`config.mk`:
```
export PLATFORM = sky130hd
export DESIGN_NAME = heartbeat_node_monitor_top
export DESIGN_NICKNAME = d
export VERILOG_FILES = /design/src/hw/rtl/hbnm_pkg.sv /design/src/hw/rtl/hbnm_ctrl.sv /design/src/hw/rtl/hbnm_datapath.sv /design/src/hw/rtl/heartbeat_node_monitor_top.sv
export SDC_FILE = /design/constraint.sdc
export NUM_CORES = 1
export LEC_CHECK = 0
export BUFFER_PORTS_ARGS = -buffer_cell sky130_fd_sc_hd__buf_4
export CORE_MARGIN = 3
export CORE_UTILIZATION = 45
export DETAILED_ROUTE_END_ITERATION = 16
export PLACE_DENSITY = 0.65
export SYNTH_ARGS = -nofsm -noshare
export SYNTH_HDL_FRONTEND = slang
export SYNTH_SLANG_ARGS = --single-unit
```
`constraint.sdc`:
```
create_clock -name clk_i -period 8.7 [get_ports clk_i]
set_input_delay 1.305 -clock clk_i [delete_from_list [all_inputs] [get_ports clk_i]]
set_output_delay 1.305 -clock clk_i [all_outputs]
set_load 0.02 [all_outputs]
```
`src/hw/rtl/hbnm_pkg.sv`:
```
// Types, codes and constants shared by the heartbeat node monitor modules.
package hbnm_pkg;

  localparam int unsigned MAX_NODES_DEFAULT = 16;

  localparam int unsigned PADDR_W = 3;
  localparam int unsigned PDATA_W = 32;
  localparam int unsigned TMO_W   = 16;

  localparam logic [PADDR_W-3:0] REG_DEFAULT_TIMEOUT = '0;
  localparam logic [TMO_W-1:0]   DEFAULT_TIMEOUT_RESET = 16'd3000;

  // Command codes of an input word.
  localparam logic [2:0] CMD_REGISTER  = 3'd0;
  localparam logic [2:0] CMD_BOOTUP    = 3'd1;
  localparam logic [2:0] CMD_HEARTBEAT = 3'd2;
  localparam logic [2:0] CMD_CAPS      = 3'd3;
  localparam logic [2:0] CMD_TICK      = 3'd4;

  // Result kinds.
  localparam logic [1:0] KIND_DONE   = 2'd0;
  localparam logic [1:0] KIND_NOTICE = 2'd1;
  localparam logic [1:0] KIND_START  = 2'd2;
  localparam logic [1:0] KIND_FULL   = 2'd3;

  // Decoded node states.
  localparam logic [2:0] ST_UNKNOWN = 3'd0;
  localparam logic [2:0] ST_PREOP   = 3'd1;
  localparam logic [2:0] ST_OPER    = 3'd2;
  localparam logic [2:0] ST_STOPPED = 3'd3;
  localparam logic [2:0] ST_OFFLINE = 3'd4;

  // Raw heartbeat state bytes.
  localparam logic [7:0] HB_PREOP   = 8'h7F;
  localparam logic [7:0] HB_OPER    = 8'h05;
  localparam logic [7:0] HB_STOPPED = 8'h04;

  typedef struct packed {
    logic [2:0]       cmd;
    logic [6:0]       node_id;
    logic [7:0]       state_byte;
    logic [7:0]       caps;
    logic [TMO_W-1:0] timeout_ms;
    logic [31:0]      now_ms;
  } in_t;

  typedef struct packed {
    logic [1:0] result_kind;
    logic [6:0] out_node;
    logic [2:0] node_state;
    logic       is_online;
    logic       last_of_run;
  } out_t;

  typedef struct packed {
    logic [6:0]       id;
    logic [2:0]       state;
    logic [7:0]       caps;
    logic [31:0]      last_seen;
    logic [TMO_W-1:0] timeout;
    logic             online;
  } entry_t;

  // Which result the datapath loads into the output register.
  typedef enum logic [2:0] {
    RES_FIRST,
    RES_FINAL,
    RES_FULL,
    RES_BAD,
    RES_TICK_DONE,
    RES_SCAN
  } res_sel_e;

  typedef struct packed {
    logic     in_load;
    logic     idx_clr;
    logic     idx_inc;
    logic     rd_en;
    logic     cur_load_rd;
    logic     cur_load_new;
    logic     cnt_inc;
    logic     wr_en;
    logic     out_load;
    res_sel_e out_sel;
  } ctrl_cmd_t;

  typedef struct packed {
    logic is_tick;
    logic is_table;
    logic at_end;
    logic full;
    logic match;
    logic expired;
    logic need_first;
  } dp_status_t;

  function automatic logic [2:0] decode_hb(input logic [7:0] sb);
    logic [2:0] st;
    case (sb)
      HB_PREOP:   st = ST_PREOP;
      HB_OPER:    st = ST_OPER;
      HB_STOPPED: st = ST_STOPPED;
      default:    st = ST_UNKNOWN;
    endcase
    return st;
  endfunction

endpackage

```
`src/hw/rtl/hbnm_ctrl.sv`:
```
// Sequencer of the heartbeat node monitor: table search, update, scan and result hand-off.
module hbnm_ctrl
  import hbnm_pkg::*;
(
  input  logic       clk_i,
  input  logic       rst_ni,
  input  logic       in_valid_i,
  output logic       in_ready_o,
  output logic       out_valid_o,
  input  logic       out_ready_i,
  input  dp_status_t status_i,
  output ctrl_cmd_t  cmd_o
);

  typedef enum logic [3:0] {
    IDLE,
    DISPATCH,
    FIND_RD,
    FIND_CMP,
    UPDATE,
    EMIT_A,
    EMIT_B,
    SCAN_RD,
    SCAN_CMP,
    SCAN_EMIT
  } state_e;

  state_e   state_q, state_d;
  res_sel_e fin_sel_q, fin_sel_d;
  logic     out_valid_q, out_valid_d;
  logic     can_emit;

  assign in_ready_o  = (state_q == IDLE);
  assign out_valid_o = out_valid_q;
  assign can_emit    = !out_valid_q || out_ready_i;

  always_comb begin
    state_d   = state_q;
    fin_sel_d = fin_sel_q;
    cmd_o     = '0;
    cmd_o.out_sel = RES_FINAL;

    unique case (state_q)
      IDLE: begin
        if (in_valid_i) begin
          cmd_o.in_load = 1'b1;
          cmd_o.idx_clr = 1'b1;
          state_d       = DISPATCH;
        end
      end
      DISPATCH: begin
        if (status_i.is_tick) begin
          state_d = SCAN_RD;
        end else if (status_i.is_table) begin
          state_d = FIND_RD;
        end else begin
          fin_sel_d = RES_BAD;
          state_d   = EMIT_B;
        end
      end
      FIND_RD: begin
        if (status_i.at_end) begin
          if (status_i.full) begin
            fin_sel_d = RES_FULL;
            state_d   = EMIT_B;
          end else begin
            cmd_o.cur_load_new = 1'b1;
            cmd_o.cnt_inc      = 1'b1;
            state_d            = UPDATE;
          end
        end else begin
          cmd_o.rd_en = 1'b1;
          state_d     = FIND_CMP;
        end
      end
      FIND_CMP: begin
        if (status_i.match) begin
          cmd_o.cur_load_rd = 1'b1;
          state_d           = UPDATE;
        end else begin
          cmd_o.idx_inc = 1'b1;
          state_d       = FIND_RD;
        end
      end
      UPDATE: begin
        cmd_o.wr_en = 1'b1;
        fin_sel_d   = RES_FINAL;
        state_d     = status_i.need_first ? EMIT_A : EMIT_B;
      end
      EMIT_A: begin
        cmd_o.out_sel = RES_FIRST;
        if (can_emit) begin
          cmd_o.out_load = 1'b1;
          state_d        = EMIT_B;
        end
      end
      EMIT_B: begin
        cmd_o.out_sel = fin_sel_q;
        if (can_emit) begin
          cmd_o.out_load = 1'b1;
          state_d        = IDLE;
        end
      end
      SCAN_RD: begin
        if (status_i.at_end) begin
          fin_sel_d = RES_TICK_DONE;
          state_d   = EMIT_B;
        end else begin
          cmd_o.rd_en = 1'b1;
          state_d     = SCAN_CMP;
        end
      end
      SCAN_CMP: begin
        cmd_o.cur_load_rd = 1'b1;
        if (status_i.expired) begin
          state_d = SCAN_EMIT;
        end else begin
          cmd_o.idx_inc = 1'b1;
          state_d       = SCAN_RD;
        end
      end
      SCAN_EMIT: begin
        cmd_o.out_sel = RES_SCAN;
        if (can_emit) begin
          cmd_o.wr_en    = 1'b1;
          cmd_o.out_load = 1'b1;
          cmd_o.idx_inc  = 1'b1;
          state_d        = SCAN_RD;
        end
      end
      default: state_d = IDLE;
    endcase

    if (cmd_o.out_load) begin
      out_valid_d = 1'b1;
    end else if (out_ready_i) begin
      out_valid_d = 1'b0;
    end else begin
      out_valid_d = out_valid_q;
    end
  end

  always_ff @(posedge clk_i or negedge rst_ni) begin
    if (!rst_ni) begin
      state_q     <= IDLE;
      fin_sel_q   <= RES_FINAL;
      out_valid_q <= 1'b0;
    end else begin
      state_q     <= state_d;
      fin_sel_q   <= fin_sel_d;
      out_valid_q <= out_valid_d;
    end
  end

endmodule

```
`src/hw/rtl/hbnm_datapath.sv`:
```
// Node table memory, entry update logic and output word register of the monitor.
module hbnm_datapath
  import hbnm_pkg::*;
#(
  parameter int unsigned MAX_NODES = MAX_NODES_DEFAULT
) (
  input  logic             clk_i,
  input  logic             rst_ni,
  input  ctrl_cmd_t        cmd_i,
  output dp_status_t       status_o,
  input  in_t              in_data_i,
  input  logic [TMO_W-1:0] dflt_timeout_i,
  output out_t             out_data_o
);

  localparam int unsigned IDX_W = (MAX_NODES > 1) ? $clog2(MAX_NODES) : 1;
  localparam int unsigned CNT_W = $clog2(MAX_NODES + 1);

  entry_t           mem [MAX_NODES];
  in_t              in_q;
  entry_t           rd_q;
  entry_t           cur_q;
  out_t             out_q;
  logic [CNT_W-1:0] idx_q;
  logic [CNT_W-1:0] count_q;

  entry_t     new_entry;
  entry_t     wr_data;
  out_t       final_res;
  out_t       out_d;
  logic [2:0] hb_state;
  logic [31:0] elapsed;

  assign hb_state = decode_hb(in_q.state_byte);
  assign elapsed  = in_q.now_ms - rd_q.last_seen;

  always_comb begin
    new_entry           = '0;
    new_entry.id        = in_q.node_id;
    new_entry.state     = ST_UNKNOWN;
    new_entry.last_seen = in_q.now_ms;
    new_entry.timeout   = dflt_timeout_i;
  end

  // Updated entry and final result for the command in hand.
  always_comb begin
    wr_data   = cur_q;
    final_res = '{result_kind: KIND_DONE, out_node: in_q.node_id,
                  node_state: cur_q.state, is_online: cur_q.online, last_of_run: 1'b1};
    case (in_q.cmd)
      CMD_REGISTER: wr_data.timeout = in_q.timeout_ms;
      CMD_CAPS:     wr_data.caps    = in_q.caps;
      CMD_BOOTUP: begin
        wr_data.state         = ST_PREOP;
        wr_data.online        = 1'b1;
        wr_data.last_seen     = in_q.now_ms;
        final_res.result_kind = KIND_START;
        final_res.node_state  = ST_PREOP;
        final_res.is_online   = 1'b1;
      end
      CMD_HEARTBEAT: begin
        wr_data.state        = hb_state;
        wr_data.online       = 1'b1;
        wr_data.last_seen    = in_q.now_ms;
        final_res.node_state = hb_state;
        final_res.is_online  = 1'b1;
        if (!cur_q.online || (cur_q.state != hb_state)) begin
          final_res.result_kind = KIND_NOTICE;
        end
      end
      default: begin
        // Timeout scan: the entry goes offline.
        wr_data.state  = ST_OFFLINE;
        wr_data.online = 1'b0;
      end
    endcase
  end

  always_comb begin
    out_d = '0;
    case (cmd_i.out_sel)
      RES_FIRST: out_d = '{result_kind: KIND_NOTICE, out_node: in_q.node_id,
                           node_state: ST_PREOP, is_online: 1'b1, last_of_run: 1'b0};
      RES_FINAL: out_d = final_res;
      RES_FULL:  out_d = '{result_kind: KIND_FULL, out_node: in_q.node_id,
                           node_state: ST_UNKNOWN, is_online: 1'b0, last_of_run: 1'b1};
      RES_BAD:   out_d = '{result_kind: KIND_DONE, out_node: in_q.node_id,
                           node_state: ST_UNKNOWN, is_online: 1'b0, last_of_run: 1'b1};
      RES_SCAN:  out_d = '{result_kind: KIND_NOTICE, out_node: cur_q.id,
                           node_state: ST_OFFLINE, is_online: 1'b0, last_of_run: 1'b0};
      default:   out_d = '{result_kind: KIND_DONE, out_node: '0,
                           node_state: ST_UNKNOWN, is_online: 1'b0, last_of_run: 1'b1};
    endcase
  end

  always_comb begin
    status_o.is_tick    = (in_q.cmd == CMD_TICK);
    status_o.is_table   = (in_q.cmd < CMD_TICK);
    status_o.at_end     = (idx_q == count_q);
    status_o.full       = (count_q == CNT_W'(MAX_NODES));
    status_o.match      = (rd_q.id == in_q.node_id);
    status_o.expired    = rd_q.online && (elapsed > {16'd0, rd_q.timeout});
    status_o.need_first = (in_q.cmd == CMD_BOOTUP) && !cur_q.online;
  end

  assign out_data_o = out_q;

  always_ff @(posedge clk_i or negedge rst_ni) begin
    if (!rst_ni) begin
      idx_q   <= '0;
      count_q <= '0;
    end else begin
      if (cmd_i.idx_clr) begin
        idx_q <= '0;
      end else if (cmd_i.idx_inc) begin
        idx_q <= idx_q + CNT_W'(1);
      end
      if (cmd_i.cnt_inc) begin
        count_q <= count_q + CNT_W'(1);
      end
    end
  end

  always_ff @(posedge clk_i) begin
    if (cmd_i.in_load) begin
      in_q <= in_data_i;
    end
    if (cmd_i.cur_load_rd) begin
      cur_q <= rd_q;
    end else if (cmd_i.cur_load_new) begin
      cur_q <= new_entry;
    end
    if (cmd_i.out_load) begin
      out_q <= out_d;
    end
  end

  // Node table: one write port and one registered read port.
  always_ff @(posedge clk_i) begin
    if (cmd_i.wr_en) begin
      mem[idx_q[IDX_W-1:0]] <= wr_data;
    end
    if (cmd_i.rd_en) begin
      rd_q <= mem[idx_q[IDX_W-1:0]];
    end
  end

endmodule

```
`src/hw/rtl/heartbeat_node_monitor_top.sv`:
```
// A node event looks up its id, adds an entry when it is absent and the table has room, writes
// the entry back and gives its results. A tick reads each entry, gives an offline notice per
// expired one, then the done word. Throughput: one event word at a time, limited by the single
// table read port the walk uses; the next word is accepted once the final result of the current
// one sits in the output register. Reset clears the entry count, the sequencer and the output
// valid, sets the default timeout to 3000 ms and leaves the table contents as they are.
module heartbeat_node_monitor_top
  import hbnm_pkg::*;
#(
  parameter int unsigned MAX_NODES = MAX_NODES_DEFAULT
) (
  input  logic               clk_i,
  input  logic               rst_ni,
  // Event words in.
  input  logic               in_valid_i,
  output logic               in_ready_o,
  input  in_t                in_data_i,
  // Result words out.
  output logic               out_valid_o,
  input  logic               out_ready_i,
  output out_t               out_data_o,
  // Register port.
  input  logic               psel,
  input  logic               penable,
  input  logic               pwrite,
  input  logic [PADDR_W-1:0] paddr,
  input  logic [PDATA_W-1:0] pwdata,
  output logic [PDATA_W-1:0] prdata,
  output logic               pready
);

  // The register block holds the single configuration register, the timeout
  // that newly added table entries start with. Low address bits select a
  // byte within the word and are ignored.
  logic [TMO_W-1:0] dflt_timeout_q, dflt_timeout_d;
  logic             reg_hit;
  logic             reg_write;

  assign pready    = 1'b1;
  assign reg_hit   = (paddr[PADDR_W-1:2] == REG_DEFAULT_TIMEOUT);
  assign reg_write = psel && penable && pwrite && pready && reg_hit;
  assign prdata    = reg_hit ? {{(PDATA_W - TMO_W){1'b0}}, dflt_timeout_q} : '0;

  always_comb begin
    dflt_timeout_d = dflt_timeout_q;
    if (reg_write) begin
      dflt_timeout_d = pwdata[TMO_W-1:0];
    end
  end

  always_ff @(posedge clk_i or negedge rst_ni) begin
    if (!rst_ni) begin
      dflt_timeout_q <= DEFAULT_TIMEOUT_RESET;
    end else begin
      dflt_timeout_q <= dflt_timeout_d;
    end
  end

  // The sequencer walks the table through the datapath one entry at a time.
  // For node events it searches for the node id, appends a new entry when
  // the id is absent and the table has room, then writes back the updated
  // entry and hands out one or two result words. For a tick it visits every
  // entry below the count and writes back each one that timed out.
  ctrl_cmd_t  ctrl_cmd;
  dp_status_t dp_status;

  hbnm_ctrl u_ctrl (
    .clk_i       (clk_i),
    .rst_ni      (rst_ni),
    .in_valid_i  (in_valid_i),
    .in_ready_o  (in_ready_o),
    .out_valid_o (out_valid_o),
    .out_ready_i (out_ready_i),
    .status_i    (dp_status),
    .cmd_o       (ctrl_cmd)
  );

  hbnm_datapath #(
    .MAX_NODES (MAX_NODES)
  ) u_datapath (
    .clk_i          (clk_i),
    .rst_ni         (rst_ni),
    .cmd_i          (ctrl_cmd),
    .status_o       (dp_status),
    .in_data_i      (in_data_i),
    .dflt_timeout_i (dflt_timeout_q),
    .out_data_o     (out_data_o)
  );

endmodule

```
; Yosys cells after proc, flatten, opt, wreduce, memory -nomap -nowiden
; Memories as Yosys holds them, arrays and structs flattened. A register that Yosys moved wholly into a read port is not among the register bits.
; Index checks and enable logic that the tools add are counted.
[word_totals]
reg_bits = 189
ramBits = 1072
input_bits = 116
output_inout_bits = 49
wordCells = 138
mem_count = 1
[classes]
n_addsub = 3
n_lt_le_gt_ge = 2
eq_ne = 33
mux = 54
bitwise = 1
reduce_logical = 21
[memory_table]
columns = name, words, word_bits, rd, rd_ports_with_merged_regs, write_ports, line_no
row1 = u_datapath.mem, 16, 67, 1, 1, 1, hbnm_datapath.sv:19  ; entry_t mem [MAX_NODES];
[op_table]
columns = cell, n
row1 = 67-bit two-way mux, 2
row2 = 14-bit case mux with 5 select lines, 1
row3 = 4-bit case mux with 10 select lines, 1
row4 = 32-bit by 16-bit > comparator with 1-bit output, 1
row5 = 16-bit two-way mux, 2
row6 = 32-bit two-way mux, 1
row7 = 4-bit two-way mux, 8
row8 = 32-bit subtractor, 1
row9 = 3-bit two-way mux, 7
row10 = 4-bit by 3-bit equality test with 1-bit output (second input constant), 4
row11 = 8-bit by 3-bit equality test with 1-bit output (second input constant), 2
row12 = 2-bit two-way mux, 8
row13 = 3-bit by 2-bit equality test with 1-bit output (second input constant), 4
row14 = 2-bit != test (second input constant), 6
row15 = 3-bit case mux with 4 select lines, 1
row16 = 4-bit case mux with 3 select lines, 1
row17 = 1-bit two-way mux, 11
row18 = 5-bit by 1-bit adder with 5-bit output (second input constant), 2
row19 = 5-bit two-way mux, 2
row20 = 3-bit case mux with 3 select lines, 1
row21 = 4-bit by 2-bit equality test with 1-bit output (second input constant), 2
row22 = 4-bit equality test (second input constant), 2
row23 = 8-bit by 7-bit equality test with 1-bit output (second input constant), 1
row24 = 8-bit two-way mux, 1
row25 = 25 further kinds, 42

; Longest topological paths before layout
; Gate-level depths: netlist (run 1).
[logic_depth]
word_depth = 7
mapped_depth = 22

; Modules after synthesis
; Synthesis (run 1) repeated with hierarchy kept, for this count alone.
[hier_totals]
hier_cells = 2315
hier_area_um2 = 47735.8
[modules_own_cells]
columns = module, instances, cells_per_inst, area_each_um2, seq_area_each_um2
row1 = hbnm_datapath, 1, 2145, 46014.1, 34543.1
row2 = heartbeat_node_monitor_top, 1, 70, 908.4, 409.1
row3 = hbnm_ctrl, 1, 100, 813.3, 201.4

; Worst setup path before layout (run 1)
; Ideal clock, no wire load.
[synth_path]
kind = input port to flip-flop
start = in out_ready_i
end = mem u_datapath.mem[3][0] in the netlist's numbering (enable)
setup_time_ns = 0.549
t_arrival_ns = 5.974
required_ns = 8.151
slack_ns = 2.177
cell_stages = 6
path_buffers = 0
cell_sequence = nand2b_1 -> nand2_1 -> o22a_1 -> nor2_1 -> nand2_1 -> nor3_1
[synth_via]
elab_chain_len = 5
[synth_rtl]
columns = item, line_no
row1 = from (decl), heartbeat_node_monitor_top.sv:20  ; input logic out_ready_i,
row2 = 1-bit logical OR, hbnm_ctrl.sv:35  ; assign can_emit = !out_valid_q || out_ready_i;
row3 = 2-bit two-way mux, hbnm_ctrl.sv:124  ; if (can_emit) begin
row4 = 1-bit case mux with 2 select lines, hbnm_ctrl.sv:43  ; unique case (state_q)
row5 = 1-bit two-way mux, hbnm_datapath.sv:140  ; if (cmd_i.wr_en) begin
row6 = 1-bit two-way mux (implied by the code), hbnm_datapath.sv:141  ; mem[idx_q[IDX_W-1:0]] <= wr_data;
row7 = to (decl), hbnm_datapath.sv:19
; Every way passes these cells.

; Worst setup path in the final report (run 1)
[layout_path]
start = reg u_datapath.in_q[3] in the netlist's numbering
end = reg u_datapath.idx_q[3]
[layout_via]
elab_chain_len = 6
[layout_rtl]
columns = item, line_no
row1 = from (decl), hbnm_datapath.sv:20  ; in_t in_q;
row2 = from (signal assigned), hbnm_datapath.sv:126  ; in_q <= in_data_i;
row3 = 32-bit subtractor, hbnm_datapath.sv:35  ; assign elapsed = in_q.now_ms - rd_q.last_seen;
row4 = 32-bit by 16-bit > comparator with 1-bit output, hbnm_datapath.sv:102  ; status_o.expired = rd_q.online && (elapsed > {16'd0, rd_q.timeout});
row5 = 1-bit logical AND, hbnm_datapath.sv:102
row6 = 1-bit two-way mux, hbnm_ctrl.sv:115  ; if (status_i.expired) begin
row7 = 1-bit case mux with 3 select lines, hbnm_ctrl.sv:43
row8 = 2-bit nonzero test (no source line), -
row9 = to (signal assigned), hbnm_datapath.sv:116  ; idx_q <= idx_q + CNT_W'(1);
row10 = to (decl), hbnm_datapath.sv:24  ; logic [CNT_W-1:0] idx_q;
; Every way passes these cells.
; A chain may end at the register's enable or synchronous reset.

==> results.py, run 1 <==
metrics = {
    "run_status": {
        "status": "finished, final reports clean",
    },
    "floorplan": {
        "ios": 165,
        "die_h_um": 332,
        "initial_core_util_pct": 45.7,
        "core_um2": 104000,
        "num_rows": 118,
        "die_area_um2": 110000,
        "die_w_um": 332,
    },
    "synthesis": {
        "yosys_most_used_dff": "edfxtp_1",
        "synth_area_leaders": "edfxtp_1 72%, mux4_2 14%, mux2_2 2.8%",
        "ys_warn_count": 0,
        "synth_area_leader_cell": "edfxtp_1",
        "syn_area_um2": 47700,
        "synth_edf_count": 1142,
        "syn_inst": 2340,
        "avgSynthCellArea_um2": 20.4,
        "synth_cell_type_count": 79,
        "synth_async_sr_flop_share_pct": 2.89,
        "synth_seq_cells": 1176,
        "synth_top_area_share_pct": 71.9,
        "ys_seq_area_share_pct": 73.7,
    },
    "pwr": {
        "ir_worst_vdd_mv": 0.287,
        "power.density_nw_per_um2": 308,
        "p_leak_nw": 17.3,
        "switching_share_pct": 29.1,
        "pwr-share-clk_pct": 29.7,
        "combPwrFrac_pct": 24.7,
        "internal_power_w": 0.0118,
        "switchingPower_w": 0.00485,
        "pwr-share-seq_pct": 45.7,
    },
    "job": {
        "drv_cap": 0,
    },
    "drt": {
        "routed_via_density": 5.81,
        "ant_nets": 0,
        "wire_per_inst_um": 26.5,
        "vias": 23218,
        "routed_wl_um": 106000,
        "drcViolationCount": 0,
        "dr.pass1.iters": 5,
        "drt-initial-drc-count": 2196,
    },
    "sta": {
        "layout_min_cycle_time_ns": 4.83,
        "drv_slew": 0,
        "rsz0062_at_grt": "false",
        "clock_skew_ns": 0.0492,
        "setup_viol": 0,
        "tightest_slew_ns": 1.10,
        "slew_headroom_pct": 26.7,
        "hold_viol": 0,
        "max_freq_ghz": 0.207,
        "fin_setup_tns_ns": 0,
        "finalCritPeriodShare_pct": 55.6,
        "setup_slack_ns": 3.87,
    },
    "worst_setup_path": {
        "cp-start-kind": "flip-flop",
        "path_max_fanout": 5,
        "rr_endpoint": "u_datapath.idx_q[3]$_DFFE_PN0P_",
        "critical_path_arrival_ns": 5.38,
        "end_kind": "flip-flop",
        "worstPathRequired_ns": 9.24,
        "rr_startpoint": "u_datapath.in_q[3]$_DFFE_PP_",
        "reg2reg_depth": 21,
        "crit_type": "reg -> reg",
        "rrSetupSlack_ns": 3.87,
    },
    "layout": {
        "area.growth.synth_to_final_pct": 13.4,
        "drive_above_1_share_pct": 30.3,
        "nNetsFinal": 2685,
        "diodes": 0,
        "stdcell_area_um2": 54100,
        "fin_util_pct": 51.8,
        "fillers": 8082,
    },
    "global_routing": {
        "grt_pass1_wl_um": 159000,
        "antenna_found_initial": 2,
        "grt_overflow_total": 0,
        "grt_util_all_layers_pct": 19.3,
        "grt_max_degree": 162,
        "grt_pass1_vias": 24144,
    },
    "worst_hold_path": {
        "hold_path_class": "reg -> reg",
        "hold_depth": 2,
        "hold_path_end": "u_ctrl.fin_sel_q[0]$_DFFE_PN1P_",
        "worstHoldStart": "u_ctrl.fin_sel_q[0]$_DFFE_PN1P_",
    },
    "clock_network": {
        "cts.clk_slew.worst_paths_ns": 0.06,
        "cts_resized": 0,
        "clock_sinks": 1176,
        "insertion_delay_ns": 0.72,
        "ctsHoldBuffers": 0,
        "post_cts_buffers": 0,
        "htreeDepth": 3,
        "root_buffer": "clkbuf_16",
        "clk_path_buf_depth": 3,
        "cts_tree": "done",
        "numCtsBuffers": 117,
    },
    "place": {
        "post-place-ws_ns": 3.91,
        "gp_congestion": 0.865,
        "place_hpwl_um": 58900,
        "port_buffers": 121,
        "placed_cell_area_um2": 50300,
    },
}
placed cells by master, fill, tap and decap left out, types with 28 or more instances in the layout:
cell type	Yosys	final
inv_1	63	62
nand2_1	89	89
mux4_2	295	295
edfxtp_1	1142	1142
ha_1	53	53
nor2_1	66	53
clkinv_1	0	33
buf_4	21	159
o21ai_0	46	46
mux2_2	117	117
a21oi_1	57	56
clkbuf_16	0	117
xnor2_1	28	28
worst max path at each step:
| stage | to | startpoint | cells after the start |
|---|---|---|---|
| 6_report | u_datapath.idx_q[3]$_DFFE_PN0P_ | u_datapath.in_q[3]$_DFFE_PP_ | 21 |
| 5_1_grt | u_datapath.idx_q[3]$_DFFE_PN0P_ | u_datapath.in_q[3]$_DFFE_PP_ | 21 |
| 4_1_cts | u_datapath.idx_q[3]$_DFFE_PN0P_ | u_datapath.in_q[3]$_DFFE_PP_ | 21 |
| 3_5_place_dp | u_datapath.idx_q[3]$_DFFE_PN0P_ | u_datapath.in_q[3]$_DFFE_PP_ | 21 |
| 3_3_place_gp | u_datapath.idx_q[3]$_DFFE_PN0P_ | u_datapath.rd_q[17]$_DFFE_PP_ | 21 |
| 2_1_floorplan | u_datapath.mem[3][0]$_DFFE_PP_ | out_ready_i | 6 |
per-layer routing:
layer	global-route usage (%)	vias up	wire [µm]
met4	4.94	0	2490
met2	31.3	858	51700
li1	-	9936	-
met3	3.38	164	7030
met1	27.5	12260	44800
met5	0	-	0
state kept, by name, summed over array words and instances, names as in the netlist:
signal / count
u_ctrl.state_q: 4
u_datapath.in_q: 59
u_ctrl.fin_sel_q: 3
u_ctrl.out_valid_o: 1
u_datapath.cur_q: 59
u_datapath.mem: 944
u_datapath.rd_q: 59
u_datapath.final_res: 7
u_datapath.idx_q: 5
u_datapath.count_q: 5
dflt_timeout_q: 16
u_datapath.out_data_o: 14
power groups by stage:
stage | sequential (W) | clock, W | combinational, W
2_1_floorplan | 0.00753 | 0 | 0.00309
3_3_place_gp | 0.00771 | 0 | 0.00403
6_report | 0.00762 | 0.00495 | 0.00412
4_1_cts | 0.00762 | 0.00506 | 0.00415
3_5_place_dp | 0.00774 | 0 | 0.00413
5_1_grt | 0.00768 | 0.00530 | 0.00450
cell families after synthesis:
group	after synthesis	share of synthesized area [%]
muxes	420	16.9
AOI/OAI and AO/OA	181	2.47
DFF	1176	73.7
buffers and inverters	183	1.77
and+or+nand+nor	280	2.93
other	2	0.0157
xor gates and xnor gates	44	0.808
adders and majority gates	54	1.43
Yosys cell counts, types with 24 or more instances:
| library cell | number |
|---|---|
| nand2_1 | 89 |
| a21oi_1 | 57 |
| xnor2_1 | 28 |
| inv_1 | 63 |
| dfrtp_1 | 26 |
| o21ai_0 | 46 |
| ha_1 | 53 |
| nor2b_1 | 24 |
| clkbuf_1 | 67 |
| mux2_2 | 117 |
| nor2_1 | 66 |
| mux4_2 | 295 |
| edfxtp_1 | 1142 |
worst max-delay path: stages, from the launching register on:
cell	delay, ns
edfxtp_1	0.43
ha_1	0.39
and2_1	0.22
a221oi_1	0.33
nand2_1	0.18
a21o_1	0.22
a21o_1	0.20
a21oi_1	0.15
o21bai_1	0.09
xor2_1	0.15
ha_1	0.30
and4_1	0.20
nand2_1	0.09
nor2_1	0.12
mux2i_1	0.28
o22ai_1	0.12
and4b_2	0.28
and4b_1	0.18
and4_4	0.27
o21a_4	0.19
nand4_2	0.11
mux2i_1	0.17
final cells by class:
cell class / instances / area, µm² / share of cell area, %
Timing Repair Buffer: 161 / 1230 / 2.28
Sequential cell: 1176 / 35200 / 65.0
Clock buffer: 133 / 2990 / 5.52
Clock inverter: 86 / 830 / 1.53
Multi-Input combinational cell: 996 / 11900 / 22.0
Inverter: 63 / 239 / 0.442
Tap cell: 1380 / 1730 / 3.19
metrics by stage:
stage,total power (W),instances,hold WS [ns]
finish,0.0167,3995,0.496
global route,0.0175,3995,0.517
CTS,0.0168,3995,0.499
detailed placement,0.0119,3776,0.488
global placement,0.0117,3776,0.461
floorplan,0.0106,2355,0.445
Note: power is estimated with default switching activity, not from simulation.
==> inputs of run 2 (changes only) <==
--- a/config.mk
+++ b/config.mk
@@ -5,6 +5,7 @@
 export SDC_FILE = /design/constraint.sdc
 export NUM_CORES = 1
 export LEC_CHECK = 0
+export ABC_AREA = 1
 export BUFFER_PORTS_ARGS = -buffer_cell sky130_fd_sc_hd__buf_4
 export CORE_MARGIN = 3
 export CORE_UTILIZATION = 45
==> constraint.sdc (replaced) <==
create_clock -name clk_i -period 4.59 [get_ports clk_i]
set_input_delay 0.6885 -clock clk_i [delete_from_list [all_inputs] [get_ports clk_i]]
set_output_delay 0.6885 -clock clk_i [all_outputs]
set_load 0.02 [all_outputs]
==> run 2 against run 1 <==
Net effect:
- synthesized cell count increased by 75%
- routed wire length increased by 18%
- critical path depth rose by 4
- sequential share of layout area shrank 1.5 points
- sequential power is 86% higher
- global-route usage increased by 2.6 points
- clock power grew 85%
- critical path type unchanged
- highest routed layer is now met5
==> results.py, run 2 <==
metrics = {
    "sta": {
        "clock_skew_ns": 0.0253,
        "hold_viol": 0,
        "rsz0062_at_grt": "false",
        "drv_slew": 0,
        "whs_ns": 0.176,
        "setup_viol": 0,
        "fin_setup_tns_ns": 0,
        "slew_headroom_pct": 15.9,
        "tightest_slew_ns": 1.25,
        "max_freq_ghz": 0.270,
        "layout_min_cycle_time_ns": 3.70,
        "finalCritPeriodShare_pct": 80.7,
    },
    "layout": {
        "nNetsFinal": 4369,
        "drive_above_1_share_pct": 11.2,
        "fin_util_pct": 51.6,
        "area.growth.synth_to_final_pct": 13.5,
        "final_cell_mix": "1142 x edfxtp_1, 621 x nand2_1, 584 x nor2_1, 574 x o21ai_0, 285 x inv_1",
        "largest_reg_flops": 944,
        "final_common_cell": "edfxtp_1",
    },
    "synthesis": {
        "yosys_most_used_dff": "edfxtp_1",
        "synth_common_cells": "1142 x edfxtp_1, 623 x nand2_1, 605 x nor2_1",
        "avgSynthCellArea_um2": 11.9,
        "synth_area_leader_cell": "edfxtp_1",
        "synth_async_sr_flop_share_pct": 2.89,
        "synth.most_common_cell": "edfxtp_1",
        "synth_top_area_share_pct": 70.3,
        "ys_seq_area_share_pct": 72.1,
        "ys_warn_count": 0,
        "synth_edf_count": 1142,
        "synth_area_leaders": "edfxtp_1 70%, o21ai_0 6.0%, nand2_1 4.8%",
        "synth_cell_type_count": 49,
        "synth_seq_cells": 1176,
        "syn_inst": 4084,
        "syn_area_um2": 48800,
    },
    "drt": {
        "wire_per_inst_um": 22.0,
        "ant_nets": 0,
        "drt-initial-drc-count": 3360,
        "routed_wl_um": 125000,
        "dr.pass1.iters": 8,
        "drcViolationCount": 0,
        "routed_via_density": 5.57,
        "vias": 31725,
    },
    "worst_setup_path": {
        "rr_endpoint": "u_datapath.idx_q[0]$_DFFE_PN0P_",
        "critical_path_arrival_ns": 4.31,
        "crit_family": "simple AND/OR/NAND/NOR gates",
        "rr_startpoint": "u_datapath.rd_q[17]$_DFFE_PP_",
        "cp-start-kind": "flip-flop",
        "cpPeakStageDelay_ns": 0.41,
        "path_max_fanout": 8,
        "end_kind": "flip-flop",
        "reg2reg_depth": 25,
        "worstPathRequired_ns": 5.20,
        "crit_type": "reg -> reg",
        "cp_num_buf_inv": 1,
        "rrSetupSlack_ns": 0.89,
        "worst_path_max_delay_cell": "fa_1",
    },
    "global_routing": {
        "antenna_found_initial": 8,
        "grt_max_degree": 178,
        "grt_pass1_vias": 29759,
        "grt_pass1_wl_um": 187000,
        "grt_use_met3_pct": 3.47,
        "met2_usage_pct": 36.4,
        "grt_util_all_layers_pct": 21.9,
        "grt_busiest_layer": "met2",
        "met1_usage_pct": 30.6,
        "grt_overflow_total": 0,
    },
    "clock_network": {
        "ctsHoldBuffers": 1,
        "clock_sinks": 1176,
        "cts.clk_slew.worst_paths_ns": 0.06,
        "cts_resized": 0,
        "root_buffer": "clkbuf_16",
        "numCtsBuffers": 113,
        "clk_path_buf_depth": 3,
        "cts_tree": "done",
        "htreeDepth": 3,
        "insertion_delay_ns": 0.69,
        "post_cts_buffers": 0,
    },
    "pwr": {
        "p_leak_nw": 19.7,
        "ir_worst_vdd_mv": 0.520,
        "power.density_nw_per_um2": 603,
    },
    "floorplan": {
        "die_w_um": 335,
        "die_area_um2": 112000,
        "initial_core_util_pct": 45.4,
        "ios": 165,
        "core_um2": 107000,
        "num_rows": 120,
        "die_h_um": 335,
    },
    "job": {
        "drv_cap": 0,
    },
    "worst_hold_path": {
        "hold_path_class": "in -> reg",
        "hold_path_end": "u_datapath.in_q[59]$_DFFE_PP_",
        "hold_depth": 1,
        "worstHoldStart": "in_data_i[59]",
    },
    "place": {
        "gp_congestion": 0.884,
        "place_hpwl_um": 68900,
        "port_buffers": 121,
    },
    "run_status": {
        "status": "finished, final reports clean",
    },
}
==> run 2: cell count changes in the layout (fill, tap and decap cells not counted), moves of 18 or more <==
cell | before | now
nor2b_1 | 24 | 0
mux2_2 | 117 | 16
nor2_1 | 53 | 584
o22ai_1 | 6 | 239
nand4_1 | 15 | 75
buf_12 | 2 | 20
mux4_2 | 295 | 0
o21ai_0 | 46 | 574
nand2_1 | 89 | 621
nand3_1 | 6 | 47
xnor2_1 | 28 | 7
inv_1 | 62 | 285
buf_4 | 159 | 190
nand2_2 | 0 | 20
==> run 2: cell families after synthesis <==
family          count (synthesis)  share of synthesized area (%)
xor+xnor                       30                          0.539
fa+ha+maj                      54                           1.40
flops                        1176                           72.1
simple gates                 1408                           11.7
other cells                     2                         0.0154
compound gates                881                           9.74
mux                            16                          0.369
buf+inv                       517                           4.17
==> run 2: stage by stage <==
step	setup WS (ns)	cells	power, W	instance area [µm²]
6_report	0.886	5700	0.0334	55400
3_3_place_gp	0.908	5486	0.0242	51700
4_1_cts	0.835	5697	0.0335	55300
3_5_place_dp	0.869	5486	0.0244	51700
2_1_floorplan	0.322	4099	0.0210	48800
5_1_grt	0.497	5697	0.0352	55300
==> run 2: worst max path at each step <==
stage / startpoint / end / slack [ns] / cells after the start
after floorplan: u_datapath.idx_q[0]$_DFFE_PN0P_ / u_datapath.mem[0][0]$_DFFE_PP_ / 0.32 / 7
after global placement: u_datapath.rd_q[17]$_DFFE_PP_ / u_datapath.idx_q[0]$_DFFE_PN0P_ / 0.91 / 25
after detailed placement: u_datapath.rd_q[17]$_DFFE_PP_ / u_datapath.idx_q[0]$_DFFE_PN0P_ / 0.87 / 25
after CTS: u_datapath.rd_q[17]$_DFFE_PP_ / u_datapath.idx_q[0]$_DFFE_PN0P_ / 0.83 / 25
after global routing: u_datapath.rd_q[17]$_DFFE_PP_ / u_datapath.idx_q[0]$_DFFE_PN0P_ / 0.50 / 25
final: u_datapath.rd_q[17]$_DFFE_PP_ / u_datapath.idx_q[0]$_DFFE_PN0P_ / 0.89 / 25
==> run 2: layout make-up <==
| cell class | count | area, µm² |
|---|---|---|
| inverter | 291 | 1110 |
| timing repair buffer | 211 | 1840 |
| clock buffer | 137 | 2990 |
| fill | 9136 | 52000 |
| clock inverter | 73 | 666 |
| tap | 1403 | 1760 |
| antenna | 3 | 7.51 |
| multi-input combinational | 2406 | 11800 |
| sequential | 1176 | 35200 |
==> run 2: per-layer routing <==
metal  wire (µm)  part of all wire (%)  vias to the layer above
li1            -                     -                    14683
met1       52800                    42                    15569
met2       59900                    48                     1297
met3       10600                   8.4                      174
met4        2170                   1.7                        2
met5          13                 0.010                        -
==> run 2: report_power, final <==
group	total (W)	switching [W]	internal (W)	leakage, nW
logic	0.0100	0.00701	0.00300	7.22
registers	0.0142	0.000565	0.0136	10.7
clock network	0.00916	0.00396	0.00520	1.81
